## src/hdl/rpn_pkg.sv

```systemverilog
// ----------------------------------------------------------------------------
// rpn_pkg
// Shared types and constants for the postfix expression evaluator.
// ----------------------------------------------------------------------------
package rpn_pkg;

  // Character codes
  localparam logic [7:0] CH_NUL   = 8'h00;
  localparam logic [7:0] CH_SPACE = 8'h20;
  localparam logic [7:0] CH_PLUS  = 8'h2B;
  localparam logic [7:0] CH_MINUS = 8'h2D;
  localparam logic [7:0] CH_STAR  = 8'h2A;
  localparam logic [7:0] CH_SLASH = 8'h2F;
  localparam logic [7:0] CH_ZERO  = 8'h30;
  localparam logic [7:0] CH_NINE  = 8'h39;
  localparam logic [7:0] CH_TAB   = 8'h09;
  localparam logic [7:0] CH_CR    = 8'h0D;

  // Error codes
  localparam logic [2:0] ERR_NONE      = 3'd0;
  localparam logic [2:0] ERR_LEFTOVER  = 3'd1;
  localparam logic [2:0] ERR_UNDERFLOW = 3'd2;
  localparam logic [2:0] ERR_DIVZERO   = 3'd3;
  localparam logic [2:0] ERR_OVERFLOW  = 3'd4;

  // Stack cell moves
  typedef enum logic [1:0] {
    CELL_HOLD,
    CELL_UP,
    CELL_DOWN
  } cell_op_t;

  // Request to the multiply/divide unit
  typedef struct packed {
    logic start;
    logic is_div;
  } mdu_req_t;

endpackage

```

## src/hdl/rpn_cell.sv

```systemverilog
// ----------------------------------------------------------------------------
// rpn_cell
// One stack entry. Takes the neighbor above on a push, the neighbor below
// on a two-pop-one-push, or holds.
// ----------------------------------------------------------------------------
module rpn_cell #(
  parameter int W = 32
) (
  input  logic              clk,
  input  rpn_pkg::cell_op_t op,
  input  logic [W-1:0]      up_val,
  input  logic [W-1:0]      down_val,
  output logic [W-1:0]      q
);
  import rpn_pkg::*;

  logic [W-1:0] val_r;
  logic [W-1:0] val_nxt;

  always_comb begin
    unique case (op)
      CELL_UP:   val_nxt = up_val;
      CELL_DOWN: val_nxt = down_val;
      default:   val_nxt = val_r;
    endcase
  end

  always_ff @(posedge clk) begin
    val_r <= val_nxt;
  end

  assign q = val_r;

endmodule

```

## config.mk

```make
export PLATFORM = sky130hd
export DESIGN_NAME = rpn_cell
export DESIGN_NICKNAME = d
export VERILOG_FILES = /design/src/hdl/rpn_pkg.sv /design/src/hdl/rpn_cell.sv
export SDC_FILE = /design/constraint.sdc
export NUM_CORES = 1
export LEC_CHECK = 0
export CORE_MARGIN = 5
export CORE_UTILIZATION = 45
export DETAILED_ROUTE_END_ITERATION = 8
export DONT_BUFFER_PORTS = 1
export SYNTH_ARGS = -nofsm -noshare
export SYNTH_HDL_FRONTEND = slang
export SYNTH_SLANG_ARGS = --single-unit
```

## constraint.sdc

```tcl
create_clock -name clk -period 2.3 [get_ports clk]
set_input_delay 0.69 -clock clk [delete_from_list [all_inputs] [get_ports clk]]
set_output_delay 0.69 -clock clk [all_outputs]
set_load 0.01 [all_outputs]
```

==> metrics.cfg, run 1 <==
[critical_path]
worstPathRequired_ps=2380
path_max_fanout=16
critPathLaunchType=primary input
arrival_ps=1560
critPathKind=in2reg
cp-end-kind=flip-flop

[global_routing]
grt_usage=0.110
antenna_found_initial=0
grt_pass1_vias=701
grt_overflow=0
grt_max_degree=17
grt_pass1_wl_um=3530

[timing]
slew_viol_final=0
fin_worst_hold_slack_ps=578
hold_viol=0
max_clock_freq_mhz=677
rsz0062_at_grt=false
finalWorstSetupSlack_ps=824
setup_viol=0
period_share=0.642
tns_ps=0
period_minus_slack_ps=1480
worst-slew-pin-transition_ps=282
max-slew-margin-rel=0.812

[yosys]
synth_area_leaders=edfxtp_1, mux2_4, buf_12
synth-seq-cells=32
netlist_instances=71
syn_nets=139
yosys.cell_types.count=7
yosysTopAreaCell=edfxtp_1
avgSynthCellArea_sq_um=21.5
syn_area_sq_um=1530
synth_warnings=0
synth.top_cell.area_share=0.630
seq_area_frac_synth=0.630

[die]
ioPinCount=99
die_area_sq_um=4650
start_util=0.461
dieHeight_um=68.2
coreArea_sq_um=3310
rows=21
die_x_um=68.2

[cts]
cts_root_buf=clkbuf_4
cts_setup_buffers=0
cts_tree=done
clock_path_buffers=2
cts.sinks=32
clk_pin_slew_ps=100
clock_tree.htree_level_count=2
ctsHoldBuffers=0
ctsResizeCount=0
cts_buffers=5

[routing]
vias_per_cell=5.18
drc=0
wire_per_inst_um=20.4
vias=647
dr.first_iter.drc_count=23
drt_wl_total_um=2550
firstDrtPassIters=4
antenna_left=0

[layout]
layout_commonest_cell=edfxtp_1
fin_nets=146
stdcell_area_sq_um=1620
fillers=306
drive_gt1_frac=0.557
largest_reg_flops=32
layout_common_cells=edfxtp_1, mux2_4, clkbuf_4
syn_to_final_growth_pct=6.23
diodes=0

[power_and_ir_drop]
power.leakage_uw=0.000624
ir_worst_vdd_uv=427
total_power_uw=1350
power.density_nw_per_um2=834

[placed_design]
dp_hpwl_um=2000
pre_cts_ws_ps=469
gp_congestion=0.642
port_buffers=0
placed_area_sq_um=1540

[hold_path]
hp-class=in2reg

[job]
maxCapViolCount=0

[run_status]
outcome=finished clean

==> metrics by stage <==
| step | instances | util |
|---|---|---|
| 5_1_grt | 125 | 0.489 |
| 6_report | 125 | 0.489 |
| 3_5_place_dp | 117 | 0.466 |
| 2_1_floorplan | 71 | - |
| 3_3_place_gp | 117 | 0.466 |
| 4_1_cts | 125 | 0.489 |
==> cell usage after synthesis (all sizes together) <==
cell type / n
ha: 1
mux2: 32
edfxtp: 32
buf: 4
inv: 2
==> worst paths after layout <==
| path | start | endpoint | depth (start not counted) |
|---|---|---|---|
| hold / removal | down_val[12] | q[12]$_DFFE_PP_ | 1 |
| setup / recovery | op[0] | q[31]$_DFFE_PP_ | 4 |
==> layout make-up <==
cell class,instances,area [sq um],area share
flip-flops and latches,32,961,0.593
multi-input cells,33,488,0.301
well taps,46,57.6,0.0355
clock buffers,6,41.3,0.0255
clock inverters,2,35.0,0.0216
repair buffers,4,30.0,0.0185
inverters,2,7.51,0.00463
==> layer usage <==
metal	up-vias	GRT usage	part of all wire
li1	289	-	-
met1	298	0.105	0.33
met2	53	0.174	0.51
met3	7	0.0854	0.14
met4	0	0.0521	0.018
met5	-	0	0
==> kinds of logic (layout without fill, tap and decap cells) <==
family                   after synthesis  after routing  synth area share
multiplexers                          32             32             0.310
buffers and inverters                  6             14            0.0517
adder cells (fa/ha/maj)                1              1           0.00820
flip-flops                            32             32             0.630
==> worst max-delay path, stage by stage <==
cell and delay, ps:
inv_1 40, ha_2 170, buf_4 280, mux2_2 370
==> power breakdown <==
part / internal, uW / switching [uW]
clock: 228 / 181
sequential: 747 / 75.0
combinational: 72.1 / 47.7
(Power assumes the default switching activity.)
==> inputs of run 2 (changes only) <==
--- a/config.mk
+++ b/config.mk
@@ -5,6 +5,7 @@
 export SDC_FILE = /design/constraint.sdc
 export NUM_CORES = 1
 export LEC_CHECK = 0
+export ABC_AREA = 1
 export CORE_MARGIN = 5
 export CORE_UTILIZATION = 45
 export DETAILED_ROUTE_END_ITERATION = 8
==> constraint.sdc (replaced) <==
create_clock -name clk -period 1.24 [get_ports clk]
set_input_delay 0.372 -clock clk [delete_from_list [all_inputs] [get_ports clk]]
set_output_delay 0.372 -clock clk [all_outputs]
set_load 0.01 [all_outputs]
==> run 2 against run 1 <==
Against the previous run: sequential share of layout area is 1.5 points higher; critical path depth shrank 4; final cell count grew 50%; total power is 85% higher; clock-buffer cell count unchanged; combinational power increased by 67%; worst setup slack got worse by 740 ps; cell area decreased by 2.5%; worst hold slack worse by 360 ps.
==> metrics.cfg, run 2 <==
[global_routing]
grt_overflow=0  ; unchanged
antenna_found_initial=0  ; unchanged
grt_pass1_wl_um=4280  ; +22%
grt_pass1_vias=869  ; +24%
grt_usage=0.135  ; +0.0249
grt_max_degree=33  ; +16

[routing]
drt_wl_total_um=2920  ; +14%
dr.first_iter.drc_count=22  ; -4.3%
vias=899  ; +39%
antenna_left=0  ; unchanged
wire_per_inst_um=15.6  ; -24%
vias_per_cell=4.81  ; -7.1%
drc=0  ; unchanged
firstDrtPassIters=4  ; unchanged

[power_and_ir_drop]
p_switching_uw=611  ; +100%
power.density_nw_per_um2=1580  ; +90%
power.leakage_uw=0.000676  ; +8.3%
ir_worst_vdd_uv=619  ; +45%
internal-power_uw=1890  ; +80%
seq_power_share=0.614  ; +0.005
combPwrFrac=0.080  ; -0.009
total_power_uw=2500  ; +85%
swShare=0.245  ; +0.0197
p_clk_frac=0.306  ; +0.003

[cts]
ctsResizeCount=0  ; unchanged
clk_pin_slew_ps=100  ; about the same
ctsHoldBuffers=0  ; unchanged
cts.sinks=32  ; unchanged
clock_tree.htree_level_count=2  ; unchanged
cts_setup_buffers=0  ; unchanged
cts_root_buf=clkbuf_4
cts_buffers=5  ; unchanged
clock_path_buffers=2  ; unchanged
cts_tree=done

[layout]
stdcell_count=187  ; +50%
layout_common_cells=nand2_1, edfxtp_1, nand2_2
multi_input_area_sq_um=410  ; -16%
syn_to_final_growth_pct=7.31
stdcell_area_sq_um=1580  ; -2.5%
layout_commonest_cell=nand2_1
largest_reg_flops=32  ; unchanged
diodes=0  ; unchanged
ff_latch_area_sq_um=961  ; unchanged
fin_nets=210  ; +44%
fillers=303  ; -0.98%
drive_gt1_frac=0.168  ; -0.389

[yosys]
synth.top_cell.area_share=0.653  ; +0.0225
yosysMostFrequentCell=nand2_1
yosysTopAreaCell=edfxtp_1
netlist_instances=139  ; +96%
avgSynthCellArea_sq_um=10.6  ; -51%
syn_nets=207  ; +49%
synth_edf_count=32  ; unchanged
synth-seq-cells=32  ; unchanged
ys_top_cells_by_count=nand2_1, edfxtp_1, nand2_2
ys.flop_type=edfxtp_1
ys_async_sr_fraction=0  ; unchanged
yosys.cell_types.count=9  ; +2
synth_warnings=0  ; unchanged
synth_area_leaders=edfxtp_1, nand2_1, nand2_2
syn_area_sq_um=1470  ; -3.4%
seq_area_frac_synth=0.653  ; +0.0225

[placed_design]
placedCellCount=179  ; +53%
pre_cts_ws_ps=54.8  ; -414 ps
gp_congestion=0.663  ; +3.3%
dp_hpwl_um=2220  ; +11%
placed_area_sq_um=1500  ; -2.6%
port_buffers=0  ; unchanged

[timing]
finalWorstSetupSlack_ps=83.6  ; -740 ps
tns_ps=0  ; unchanged
rsz0062_at_grt=false
setup_viol=0  ; unchanged
period_share=0.933
max_clock_freq_mhz=865
hold_viol=0  ; unchanged
slew_viol_final=0  ; unchanged
worst-slew-pin-transition_ps=191  ; -91.8 ps
max-slew-margin-rel=0.873  ; +0.0612
period_minus_slack_ps=1160

[critical_path]
critPathKind=reg2out
critPathLaunchType=flip-flop
cp-end-kind=output pin
worstPathRequired_ps=870  ; -1510 ps
path_max_fanout=1  ; -15
arrival_ps=780  ; -780 ps
crit_start=q[5]$_DFFE_PP_

[die]
coreArea_sq_um=3100  ; -6.3%
rows=20  ; -4.8%
ioPinCount=99  ; unchanged
start_util=0.475  ; +0.0139
die_area_sq_um=4520  ; -3.0%
dieHeight_um=67.2  ; -1.5%
die_x_um=67.2  ; -1.5%

[job]
maxCapViolCount=0  ; unchanged

[hold_path]
hp-class=in2reg
hp-start=up_val[8]

[run_status]
outcome=finished clean

-- run 2: cell types whose count changed after synthesis, sizes merged --
cell    previous run  this run
clkbuf             0         3
mux2              32         0
inv                2         3
nand2              0        96
-- run 2: cells by family after synthesis --
logic type               after synthesis  synth area share
adder cells (fa/ha/maj)                1           0.00849
AND/OR/NAND/NOR                       96             0.262
flip-flops                            32             0.653
buffers and inverters                 10            0.0773
-- run 2: path summary, 6_finish.rpt --
path              to  depth (start not counted)
min   q[8]$_DFFE_PP_                          2
max             q[5]                          0
-- run 2: cell type report --
class | instances | area share
clock buffers | 6 | 0.0261
clock inverters | 2 | 0.0222
inverters | 3 | 0.0190
multi-input cells | 97 | 0.260
flip-flops and latches | 32 | 0.608
well taps | 44 | 0.0348
repair buffers | 3 | 0.0301
-- run 2: routing by layer --
metal | vias up | part of all wire | GRT usage
met1 | 388 | 0.35 | 0.142
met4 | 0 | 0.012 | 0.0456
li1 | 448 | - | -
met3 | 5 | 0.11 | 0.0849
met5 | - | 0 | 0
met2 | 58 | 0.52 | 0.222
-- run 2: per-stage QoR --
step / hold WS, ps / util
final: 215 / 0.509
after global placement: 548 / 0.485
after detailed placement: 555 / 0.485
after floorplan: 545 / -
after CTS: 199 / 0.509
after global routing: 185 / 0.509
-- run 2: power groups by stage --
stage | Combinational [uW] | Sequential, uW | Clock, uW
2_1_floorplan | 172 | 1530 | 0
3_3_place_gp | 193 | 1560 | 0
3_5_place_dp | 206 | 1560 | 0
4_1_cts | 206 | 1540 | 794
5_1_grt | 233 | 1550 | 842
6_report | 200 | 1530 | 764
==> inputs of run 3 (changes only) <==
--- a/config.mk
+++ b/config.mk
@@ -6,6 +6,7 @@
 export NUM_CORES = 1
 export LEC_CHECK = 0
 export ABC_AREA = 1
+export CAP_MARGIN = 20
 export CORE_MARGIN = 5
 export CORE_UTILIZATION = 45
 export DETAILED_ROUTE_END_ITERATION = 8
==> constraint.sdc (replaced) <==
create_clock -name clk -period 1.2 [get_ports clk]
set_input_delay 0.36 -clock clk [delete_from_list [all_inputs] [get_ports clk]]
set_output_delay 0.36 -clock clk [all_outputs]
set_load 0.01 [all_outputs]
==> run 3 against run 2 <==
Against the previous run: flip-flop and latch count unchanged; final cell count stayed put; clock power down 28%; wire length fell by 2.0%; critical path depth did not move; cell area shrank 0.95%; sequential power rose by 3%; via count is 2.6% higher; clock-buffer cell count increased by 1; worst hold slack got worse by 8.8 ps; worst setup slack lost 16 ps; sequential share of layout area rose by 0.58 points; critical endpoint is now q[30]; largest power group unchanged.
==> metrics.cfg, run 3 (synthesis gave the netlist of run 2 again) <==
[cts]
ctsResizeCount=0  ; unchanged
clk_pin_slew_ps=100  ; about the same
cts_tree=done
cts_root_buf=clkbuf_4
cts.sinks=32  ; unchanged
clock_path_buffers=2  ; unchanged
cts_setup_buffers=0  ; unchanged
clock_tree.htree_level_count=2  ; unchanged
cts_buffers=5  ; unchanged
ctsHoldBuffers=0  ; unchanged

[die]
dieHeight_um=67.2  ; unchanged
coreArea_sq_um=3100  ; unchanged
die_x_um=67.2  ; unchanged
rows=20  ; unchanged
die_area_sq_um=4520  ; unchanged
start_util=0.475  ; unchanged
ioPinCount=99  ; unchanged

[timing]
max_clock_freq_mhz=883
worst-slew-pin-transition_ps=196  ; +5.16 ps
period_share=0.944
hold_viol=0  ; unchanged
slew_viol_final=0  ; unchanged
max-slew-margin-rel=0.869  ; -0.00344
setup_viol=0  ; unchanged
finalWorstSetupSlack_ps=67.6  ; -16.0 ps
period_minus_slack_ps=1130
fin_worst_hold_slack_ps=206  ; -8.78 ps
rsz0062_at_grt=false

[routing]
vias=922  ; +2.6%
drt_wl_total_um=2860  ; -2.0%
wire_per_inst_um=15.3  ; -2.0%
antenna_left=0  ; unchanged
vias_per_cell=4.93  ; +2.6%
dr.first_iter.drc_count=23  ; +4.5%
firstDrtPassIters=4  ; unchanged
drc=0  ; unchanged

[power_and_ir_drop]
power.density_nw_per_um2=1500  ; -5.2%
power.leakage_uw=0.000664  ; -1.7%
ir_worst_vdd_uv=714  ; +15%

[layout]
fin_nets=210  ; unchanged
largest_reg_flops=32  ; unchanged
drive_gt1_frac=0.154  ; -0.0140
utilization=0.504  ; -0.00484
stdcell_count=187  ; unchanged
syn_to_final_growth_pct=6.29
layout_commonest_cell=nand2_1
layout_common_cells=nand2_1, edfxtp_1, nand2_2
diodes=0  ; unchanged

[critical_path]
critPathLaunchType=flip-flop
arrival_ps=770  ; about the same
worstPathRequired_ps=840  ; -30 ps
path_max_fanout=1  ; unchanged
critPathKind=reg2out
cp-end-kind=output pin

[placed_design]
placedCellCount=179  ; unchanged
pre_cts_ws_ps=26.4  ; -28.4 ps
dp_hpwl_um=2130  ; -3.7%
gp_congestion=0.653  ; -1.5%
port_buffers=0  ; unchanged

[hold_path]
hp-class=in2reg

[run_status]
outcome=finished clean

[job]
maxCapViolCount=0  ; unchanged

[global_routing]
grt_pass1_vias=885  ; +1.8%
grt_max_degree=33  ; unchanged
grt_pass1_wl_um=4070  ; -5.0%
antenna_found_initial=0  ; unchanged
grt_usage=0.127  ; -0.00819
grt_overflow=0  ; unchanged

-- run 3: final cells by class --
class                      instances  area [sq um]
sequential                        32           961
clock inverter                     1          3.75
multi-input combinational         97           410
inverter                           3          30.0
timing repair buffer               3          60.1
tap                               44          55.1
clock buffer                       7          45.0
fill                             304          1540
-- run 3: path summary, 6_finish.rpt --
path,startpoint,to,slack (ps),cells past startpoint
worst max-delay path,q[30]$_DFFE_PP_,q[30],70,0
worst min-delay path,up_val[1],q[1]$_DFFE_PP_,210,2
-- run 3: through the flow --
step | area [sq um] | TNS [ps] | power, uW
after global placement | 1520 | 0 | 1820
after global routing | 1570 | 0 | 2470
after floorplan | 1500 | -7570 | 1760
final | 1570 | 0 | 2340
after CTS | 1570 | 0 | 2390
after detailed placement | 1520 | 0 | 1830
-- run 3: per-layer routing --
layer  part of all wire  global-route usage
met2               0.52               0.215
met5                  0                   0
met1               0.34               0.128
met3               0.12              0.0632
met4              0.018              0.0684
-- run 3: power by group --
| group | leakage (uW) | internal (uW) | total, uW | switching [uW] |
|---|---|---|---|---|
| registers | 0.000312 | 1430 | 1580 | 148 |
| logic | 0.000325 | 81.8 | 211 | 129 |
| clock network | 0.0000269 | 225 | 550 | 325 |
