===== config.mk =====
export PLATFORM = sky130hd
export DESIGN_NAME = rpn_mdu
export DESIGN_NICKNAME = d
export VERILOG_FILES = /design/src/hdl/rpn_pkg.sv /design/src/hdl/rpn_mdu.sv
export SDC_FILE = /design/constraint.sdc
export NUM_CORES = 1
export LEC_CHECK = 0
export BUFFER_PORTS_ARGS = -buffer_cell sky130_fd_sc_hd__buf_2
export CAP_MARGIN = 20
export CELL_PAD_IN_SITES_DETAIL_PLACEMENT = 2
export CELL_PAD_IN_SITES_GLOBAL_PLACEMENT = 2
export CORE_MARGIN = 2
export CORE_UTILIZATION = 39
export CTS_CLUSTER_DIAMETER = 60
export DETAILED_ROUTE_END_ITERATION = 8
export PLACE_DENSITY = 0.88
export SYNTH_ARGS = -nofsm -noshare
export SYNTH_HDL_FRONTEND = slang
export SYNTH_SLANG_ARGS = --single-unit
export TNS_END_PERCENT = 20

===== constraint.sdc =====
create_clock -name clk -period 6.6 [get_ports clk]
set_input_delay 0.66 -clock clk [delete_from_list [all_inputs] [get_ports clk]]
set_output_delay 0.66 -clock clk [all_outputs]
set_load 0.05 [all_outputs]

===== src/hdl/rpn_pkg.sv =====
// ----------------------------------------------------------------------------
// rpn_pkg
// Shared types and constants for the postfix expression evaluator.
// ----------------------------------------------------------------------------
package rpn_pkg;

  // Character codes
  localparam logic [7:0] CH_NUL   = 8'h00;
  localparam logic [7:0] CH_SPACE = 8'h20;
  localparam logic [7:0] CH_PLUS  = 8'h2B;
  localparam logic [7:0] CH_MINUS = 8'h2D;
  localparam logic [7:0] CH_STAR  = 8'h2A;
  localparam logic [7:0] CH_SLASH = 8'h2F;
  localparam logic [7:0] CH_ZERO  = 8'h30;
  localparam logic [7:0] CH_NINE  = 8'h39;
  localparam logic [7:0] CH_TAB   = 8'h09;
  localparam logic [7:0] CH_CR    = 8'h0D;

  // Error codes
  localparam logic [2:0] ERR_NONE      = 3'd0;
  localparam logic [2:0] ERR_LEFTOVER  = 3'd1;
  localparam logic [2:0] ERR_UNDERFLOW = 3'd2;
  localparam logic [2:0] ERR_DIVZERO   = 3'd3;
  localparam logic [2:0] ERR_OVERFLOW  = 3'd4;

  // Stack cell moves
  typedef enum logic [1:0] {
    CELL_HOLD,
    CELL_UP,
    CELL_DOWN
  } cell_op_t;

  // Request to the multiply/divide unit
  typedef struct packed {
    logic start;
    logic is_div;
  } mdu_req_t;

endpackage


===== src/hdl/rpn_mdu.sv =====
// ----------------------------------------------------------------------------
// rpn_mdu
// Iterative multiply (shift-add) and signed divide (restoring, truncating
// toward zero), one bit per cycle: a load, W shift steps, then a done pulse.
// ----------------------------------------------------------------------------
module rpn_mdu #(
  parameter int W = 32
) (
  input  logic              clk,
  input  logic              rst_n,
  input  rpn_pkg::mdu_req_t req,
  input  logic [W-1:0]      a,
  input  logic [W-1:0]      b,
  output logic              done,
  output logic [W-1:0]      result
);
  import rpn_pkg::*;

  localparam int CW = $clog2(W + 1);

  logic          busy_r, done_r, div_r, neg_r;
  logic [CW-1:0] cnt_r;
  logic [W-1:0]  x_r, y_r;
  logic [W:0]    acc_r;
  logic [W:0]    rem_sh;
  logic [W-1:0]  mag_a, mag_b;

  assign mag_a  = a[W-1] ? (~a + 1'b1) : a;
  assign mag_b  = b[W-1] ? (~b + 1'b1) : b;
  assign rem_sh = {acc_r[W-1:0], x_r[W-1]};

  always_ff @(posedge clk) begin
    if (!rst_n) begin
      busy_r <= 1'b0;
      done_r <= 1'b0;
      cnt_r  <= '0;
    end else begin
      done_r <= 1'b0;
      if (req.start) begin
        busy_r <= 1'b1;
        cnt_r  <= CW'(W);
      end else if (busy_r) begin
        cnt_r <= cnt_r - 1'b1;
        if (cnt_r == CW'(1)) begin
          busy_r <= 1'b0;
          done_r <= 1'b1;
        end
      end
    end
  end

  always_ff @(posedge clk) begin
    if (req.start) begin
      div_r <= req.is_div;
      neg_r <= a[W-1] ^ b[W-1];
      acc_r <= '0;
      x_r   <= req.is_div ? mag_a : a;
      y_r   <= req.is_div ? mag_b : b;
    end else if (busy_r) begin
      if (div_r) begin
        // restore unless the shifted remainder covers the divisor
        if (rem_sh >= {1'b0, y_r}) begin
          acc_r <= rem_sh - {1'b0, y_r};
          x_r   <= {x_r[W-2:0], 1'b1};
        end else begin
          acc_r <= rem_sh;
          x_r   <= {x_r[W-2:0], 1'b0};
        end
      end else begin
        if (y_r[0]) begin
          acc_r <= {1'b0, acc_r[W-1:0] + x_r};
        end
        x_r <= {x_r[W-2:0], 1'b0};
        y_r <= {1'b0, y_r[W-1:1]};
      end
    end
  end

  assign done   = done_r;
  assign result = div_r ? (neg_r ? (~x_r + 1'b1) : x_r) : acc_r[W-1:0];

endmodule


==> results of run 1 <==
-- sequential cells by signal (all words and copies together), names as in the netlist --
signal	flops
neg_r	1
y_r	32
done	1
div_r	1
acc_r	32
busy_r	1
x_r	32
cnt_r	6
-- worst max-delay path: stages (launching register included) --
cell and delay [ns]:
edfxtp_1 0.46, nor3_2 0.23, nand2_1 0.10, or3_4 0.37
or4_1 0.46, or2_4 0.29, or3_4 0.41, o21ai_0 0.31
xor2_1 0.11, a21oi_1 0.15, buf_2 0.27
-- path summary, 6_finish.rpt --
kind                               from                     end  slack (ns)
setup / recovery       x_r[1]$_DFFE_PP_              result[27]        2.39
hold / removal    cnt_r[1]$_SDFFE_PP0P_   cnt_r[1]$_SDFFE_PP0P_        0.52
setup reg to reg       x_r[4]$_DFFE_PP_  acc_r[21]$_SDFFE_PP0P_        2.72
hold reg to reg   cnt_r[1]$_SDFFE_PP0P_   cnt_r[1]$_SDFFE_PP0P_        0.52
-- power by group through the flow --
stage               sequential (uW)  clock (uW)  combinational (uW)
floorplan                       858           0                 856
global placement                903           0                1090
detailed placement              908           0                1140
CTS                             893         599                1160
global route                    902         617                1290
finish                          891         596                1180
-- metal layers --
layer	routed length (um)	global-route usage	vias up
met5	0	0	-
met4	1220	0.0957	0
met3	913	0.0300	81
met2	19700	0.497	199
met1	15600	0.315	5193
li1	-	-	4837
-- stage by stage --
stage                util  hold slack, ns  setup WS (ns)  total power [uW]
finish              0.437           0.523           2.39              2660
global route        0.437           0.549           2.22              2810
CTS                 0.436           0.526           2.40              2660
detailed placement  0.425           0.516           2.81              2050
global placement    0.425           0.477           2.99              1990
floorplan               -           0.463           2.73              1710
-- area by class of cell --
class | instances | area, um^2
fillers | 3010 | 14500
multi-input cells | 1082 | 6960
flip-flops and latches | 106 | 2780
repair buffers | 110 | 598
well taps | 335 | 419
clock buffers | 11 | 243
inverters | 64 | 240
clock inverters | 5 | 53.8
diodes | 1 | 2.50
-- logic make-up after synthesis --
family,count (synthesis),synth area share
compound gates,425,0.259
mux,21,0.0218
buf+inv,119,0.0462
fa+ha+maj,70,0.0873
simple gates,423,0.190
flops,106,0.273
xor+xnor,143,0.123
-- cell usage after synthesis, types with 15 or more instances --
master	n
edfxtp_1	66
nand2_1	98
dfxtp_1	40
clkbuf_1	45
a21o_1	27
nor4_1	15
a211oi_1	15
xnor2_1	61
nand3_1	15
inv_1	64
ha_1	68
nor2_1	193
nor3_1	24
a21oi_1	187
o21ai_0	92
xor2_1	82
==> results.txt, run 1 <==
predominant post-synthesis flop cell: edfxtp_1
post-synthesis sequential area ratio: 0.273
Cells after Synth: 1,307
P&R area growth vs syn: 10.7%
Synth area leaders: edfxtp_1 (19%), a21oi_1 (9.2%), ha_1 (8.3%)
internal power: 1510 uW
Initial Util: 0.395
Die Area: 27,500 um^2
Required @ worst endpoint: 5.94 ns
Comb power frac: 0.442
area leader, netlist: edfxtp_1
Final Max Tran Viols: 0
DR iter-0 viols: 571
clk_lat worst skew: 0.38 ns
gr ovfl total: 0
Avg Cell Area, Syn: 7.81 um^2
Worst slew margin: 0.437
Max Freq: 0.237 GHz
Die Y: 166 um
Die W: 166 um
Yosys reg bits: 106
via count: 10,310
final wirelength: 37.5 mm
final hold violation count: 0
drt pass-1 iters: 5
global-route wire length before repair: 60.1 mm
GPL Wtd Cong: 0.860
result of the run: completed
cells on worst reg2reg path: 11
row count: 59
Leak: 0.00474 uW
H-tree levels: 3
VDD IR max: 0.111 mV
GRT Resource Usage Total: 0.267
Yosys top cell area share: 0.194
share of async-settable or async-resettable flops after synthesis: 0
Worst Path Class, Setup: flip-flop to output pin
IO Port Bufs: 100
Period minus WS final: 4.21 ns
Critical Path AT: 3.55 ns
Clock Tree Buf Depth: 2
sequential power share: 0.335
vias per cell: 6.02
most frequent cells in the layout: nor2_1 (192), a21oi_1 (187), buf_2 (99)
max-cap viol count: 0
YS warnings: 0
Synth Net Count: 1,445
RSZ-0062 raised after global routing: no
Sw Ratio: 0.434
final setup fails: 0
PD cells: 236 nW/um^2
setup_tns: 0 ns
hold path depth: 2
IO Pins: 101
Sink Count: 106
HP Class: flip-flop to flip-flop
share of cells above drive strength 1: 0.120
Final Non-Filler Cells: 1,714
clock slew at reported path FFs: 0.08 ns
number of synthesized flops with an enable pin: 66
clk_skew: 0.0172 ns
Core ar.: 25,800 um^2
post-synth cell types: 74
power share of the clock group: 0.224
DRC Markers: 0
P_sw: 1160 uW
placed cell areas: 11,000 um^2
CP max FO: 5
vias in the first global route: 11,282
CTS root buf: clkbuf_16
Post-CTS Setup Inserts: 0
crit path capture type: output pin
initial antenna violation count: 1
drt wl/cell: 21.9 um
Hold Buf Count CTS: 0
hpwl dp: 27.9 mm
TritonCTS Buffers: 9
fin nets: 1,511
fin area: 11,300 um^2
Final Cycle Share: 0.638
most common cell after layout, fill and taps aside: nor2_1
worst slew pin tran: 0.841 ns
area of the mapped netlist: 10,200 um^2
CTS tree: done
startpoint types: flip-flop
placed cell count: 1,696
largest net degree at the start of global routing: 76
Antenna Nets Post-Route: 0
post-CTS resize count: 0
(Power assumes the default switching activity.)
==> run 2, diff against run 1 <==
CORE_UTILIZATION = 33   (was 39)
PLACE_DENSITY = 0.79   (was 0.88)
clock period = 3.8 ns   (was 6.6 ns; I/O delays follow)
==> results.txt, run 2 (synthesized netlist as in run 1, its figures left out) <==
result of the run: completed
P&R area growth vs syn: 14.0%
RSZ-0062 raised after global routing: yes
final setup fails: 0
Die W: 180 um
Die Area: 32,300 um^2
PD cells: 400 nW/um^2
Antenna Nets Post-Route: 0
hpwl dp: 27.4 mm
IO Pins: 101
Critical Path AT: 3.36 ns
Sink Count: 106
CTS tree: done
IO Port Bufs: 100
max-cap viol count: 0
setup_tns: 0 ns
Hold Buf Count CTS: 0
Initial Util: 0.334
CP max FO: 5
gr ovfl total: 0
global-route wire length before repair: 57.5 mm
Max Freq: 0.267 GHz
Core ar.: 30,500 um^2
via count: 9,968
Final Cycle Share: 0.985
largest net degree at the start of global routing: 65
placed cell areas: 11,200 um^2
Final Max Tran Viols: 0
VDD IR max: 0.236 mV
crit path capture type: output pin
Hold Startpoint: rst_n
Final Worst Setup Slack: 0.0586 ns
final wirelength: 35.4 mm
vias per cell: 5.55
most common cell after layout, fill and taps aside: nor2_1
Die Y: 180 um
Worst Path Class, Setup: flip-flop to output pin
worst flop-to-flop path startpoint: x_r[0]$_DFFE_PP_
fin nets: 1,534
final core utilization: 0.381
final hold violation count: 0
clk_lat worst skew: 0.38 ns
fin area: 11,600 um^2
Worst slew margin: 0.442
GPL Wtd Cong: 0.873
initial antenna violation count: 0
vias in the first global route: 10,815
clk_skew: 0.0183 ns
most frequent cells in the layout: nor2_1 (191), a21oi_1 (184), nand2_1 (97)
CTS root buf: clkbuf_16
TritonCTS Buffers: 9
Period minus WS final: 3.74 ns
largest registers: acc_r: 32 flops, x_r: 32 flops, y_r: 32 flops
drt pass-1 iters: 4
clock slew at reported path FFs: 0.07 ns
drt wl/cell: 19.7 um
n_diodes: 0
Final Power: 4650 uW
H-tree levels: 3
DR iter-0 viols: 449
Clock Tree Buf Depth: 2
startpoint types: flip-flop
DRC Markers: 0
Required @ worst endpoint: 3.42 ns
worst slew pin tran: 0.837 ns
HP Class: primary input to flip-flop
GRT Resource Usage Total: 0.217
row count: 64
Leak: 0.00488 uW
share of cells above drive strength 1: 0.140
CP startpoint: x_r[2]$_DFFE_PP_
pre-CTS setup slack: 0.282 ns
==> run 2: changes by cell type in the layout (fill, tap and decap cells not counted), sizes merged <==
cell,change
diode,-1
clkinv,-4
clkbuf,+3
buf,+23
clkinvlp,+2
bufinv,-1
==> run 2: routing by layer <==
layer | up-vias | share of wire | GRT usage
met5 | - | 0 | 0
met1 | 4950 | 0.44 | 0.266
met4 | 0 | 0.021 | 0.0546
li1 | 4886 | - | -
met2 | 92 | 0.52 | 0.403
met3 | 40 | 0.020 | 0.0235
==> run 2: final timing paths <==
check / to / slack, ns / cells past startpoint
max: result[27] / 0.06 / 10
max reg2reg: acc_r[30]$_SDFFE_PP0P_ / 0.25 / 13
min reg2reg: cnt_r[1]$_SDFFE_PP0P_ / 0.51 / 2
min: busy_r$_SDFF_PN0_ / 0.27 / 2
==> run 2: power breakdown <==
| group | switching, uW | internal, uW | leakage (uW) | total [uW] |
|---|---|---|---|---|
| logic | 1300 | 764 | 0.00376 | 2070 |
| registers | 166 | 1370 | 0.000975 | 1530 |
| clock network | 488 | 563 | 0.000151 | 1050 |
| total | 1950 | 2690 | 0.00488 | 4650 |
==> run 2: layout make-up <==
type	count	area, um^2
Sequential cell	106	2780
Clock inverter	2	15.0
Inverter	64	240
Fill cell	3558	18900
Clock buffer	14	307
Tap cell	396	495
Multi-Input combinational cell	1082	7000
Timing Repair Buffer	133	793
==> run 2: worst max-delay path: stages (launching register included) <==
cell and delay [ns]:
edfxtp_1 0.45, nor3_2 0.22, nand2_1 0.10, or3_4 0.37, or4_4 0.43, or2_4 0.27, or3_4 0.44, o21ai_0 0.21
xor2_1 0.10, a21oi_1 0.18, buf_4 0.22
==> run 2: repair_timing <==
action	CTS	global route
endpoints found under the setup margin	4	10
gates resized for setup	6	19
pin swaps	0	6
buffers inserted	0	5
==> run 2: per-stage QoR <==
step                      std cells  hold WS (ns)
after floorplan                1307         0.463
after global placement         1776         0.478
after detailed placement       1776         0.507
after CTS                      1792         0.270
after global routing           1797         0.287
final                          1797         0.274
==> run 3, diff against run 2 <==
CORE_UTILIZATION = 39   (was 33)
PLACE_DENSITY = 0.88   (was 0.79)
clock period = 4.65 ns   (was 3.8 ns; I/O delays follow)
==> results.txt, run 3 (synthesized netlist as in run 1, its figures left out) <==
drt wl/cell: 21.3 um
sequential power share: 0.327
crit path capture type: output pin
fin nets: 1,512
CTS tree: done
largest net degree at the start of global routing: 73
via count: 10,175
Sink Count: 106
largest registers: acc_r: 32 flops, x_r: 32 flops, y_r: 32 flops
P&R area growth vs syn: 11.1%
gr ovfl total: 0
n_diodes: 0
vias per cell: 5.94
Leak: 0.00476 uW
worst flop-to-flop path startpoint: x_r[31]$_DFFE_PP_
H-tree levels: 3
Final Max Tran Viols: 0
startpoint types: flip-flop
Antenna Nets Post-Route: 0
final wirelength: 36.5 mm
clk_lat worst skew: 0.38 ns
RSZ-0062 raised after global routing: no
Clock Tree Buf Depth: 2
Core ar.: 25,800 um^2
Post-CTS Setup Inserts: 0
pre-CTS setup slack: 0.931 ns
row count: 59
fin area: 11,300 um^2
power share of the clock group: 0.245
worst slew pin tran: 0.927 ns
Final Worst Setup Slack: 0.582 ns
CP max FO: 6
P_sw: 1630 uW
IO Port Bufs: 100
DR iter-0 viols: 552
Critical Path AT: 3.60 ns
CTS root buf: clkbuf_16
PD cells: 341 nW/um^2
final setup fails: 0
Comb power frac: 0.428
CP startpoint: x_r[1]$_DFFE_PP_
Worst slew margin: 0.380
GRT Resource Usage Total: 0.263
clk_skew: 0.0206 ns
Period minus WS final: 4.07 ns
VDD IR max: 0.177 mV
Die Y: 166 um
Final Power: 3860 uW
Hold Startpoint: rst_n
clock slew at reported path FFs: 0.09 ns
Initial Util: 0.395
met2 Track Usage GR: 0.493
most common cell after layout, fill and taps aside: nor2_1
drt pass-1 iters: 5
placed cell count: 1,697
DRC Markers: 0
setup_tns: 0 ns
global-route wire length before repair: 59.3 mm
GPL Wtd Cong: 0.828
Required @ worst endpoint: 4.18 ns
Max Freq: 0.246 GHz
Sw Ratio: 0.422
final hold violation count: 0
vias in the first global route: 11,091
hold path depth: 2
result of the run: completed
met3 Resource Use GR: 0.0265
IO Pins: 101
hpwl dp: 27.6 mm
Die W: 166 um
initial antenna violation count: 0
placed cell areas: 11,000 um^2
GR peak layer: met2
Hold Buf Count CTS: 0
HP Class: primary input to flip-flop
cells on worst reg2reg path: 13
max-cap viol count: 0
most frequent cells in the layout: nor2_1 (192), a21oi_1 (187), buf_2 (99)
Final Cycle Share: 0.875
share of cells above drive strength 1: 0.120
TritonCTS Buffers: 9
Worst Path Class, Setup: flip-flop to output pin
internal power: 2230 uW
met1 Use GR: 0.313
Final Non-Filler Cells: 1,714
Die Area: 27,500 um^2
post-CTS resize count: 0
Fillers: 3,013
run 3: cell count changes in the layout (fill, tap and decap cells not counted), moves of 2 or more:
cell and change:
bufinv_16 +3, a21oi_2 -3, buf_2 +9, buf_4 -29, buf_6 -2, clkbuf_16 -2
a21oi_1 +3, clkbuf_8 -2
run 3: routing by layer:
metal	share of wire	vias up
met4	0.034	0
li1	-	4843
met3	0.022	79
met5	0	-
met1	0.42	5079
met2	0.52	174
run 3: area by class of cell:
class	count	area [um^2]	share of cell area
tap	335	419	0.0370
sequential	106	2780	0.245
timing repair buffer	111	606	0.0534
multi-input combinational	1082	6960	0.614
inverter	64	240	0.0212
clock buffer	10	229	0.0202
clock inverter	6	106	0.00938
run 3: path summary, 6_finish.rpt:
| check | endpoint | slack (ns) |
|---|---|---|
| setup / recovery | result[26] | 0.58 |
| hold / removal | busy_r$_SDFF_PN0_ | 0.35 |
| setup reg to reg | acc_r[6]$_SDFFE_PP0P_ | 0.79 |
| hold reg to reg | cnt_r[1]$_SDFFE_PP0P_ | 0.54 |
run 3: through the flow:
step	hold slack, ns	util
after floorplan	0.463	-
after global placement	0.480	0.425
after detailed placement	0.532	0.425
after CTS	0.360	0.438
after global routing	0.387	0.439
final	0.350	0.439
run 3: power by group through the flow:
stage | registers (uW) | logic, uW | clock network (uW)
5_1_grt | 1280 | 1820 | 981
3_5_place_dp | 1290 | 1610 | 0
6_report | 1260 | 1650 | 945
3_3_place_gp | 1280 | 1550 | 0
4_1_cts | 1270 | 1650 | 946
2_1_floorplan | 1220 | 1210 | 0
run 3: worst max-delay path, cell delays in order, from the launching register on:
cell	delay, ns
edfxtp_1	0.49
inv_1	0.16
ha_1	0.19
nand2b_1	0.08
nor2_1	0.10
nand2_1	0.10
or2_2	0.33
nor2_1	0.11
nand2_1	0.18
or3_1	0.47
o41ai_1	0.43
xor2_1	0.12
a21oi_1	0.17
buf_2	0.28
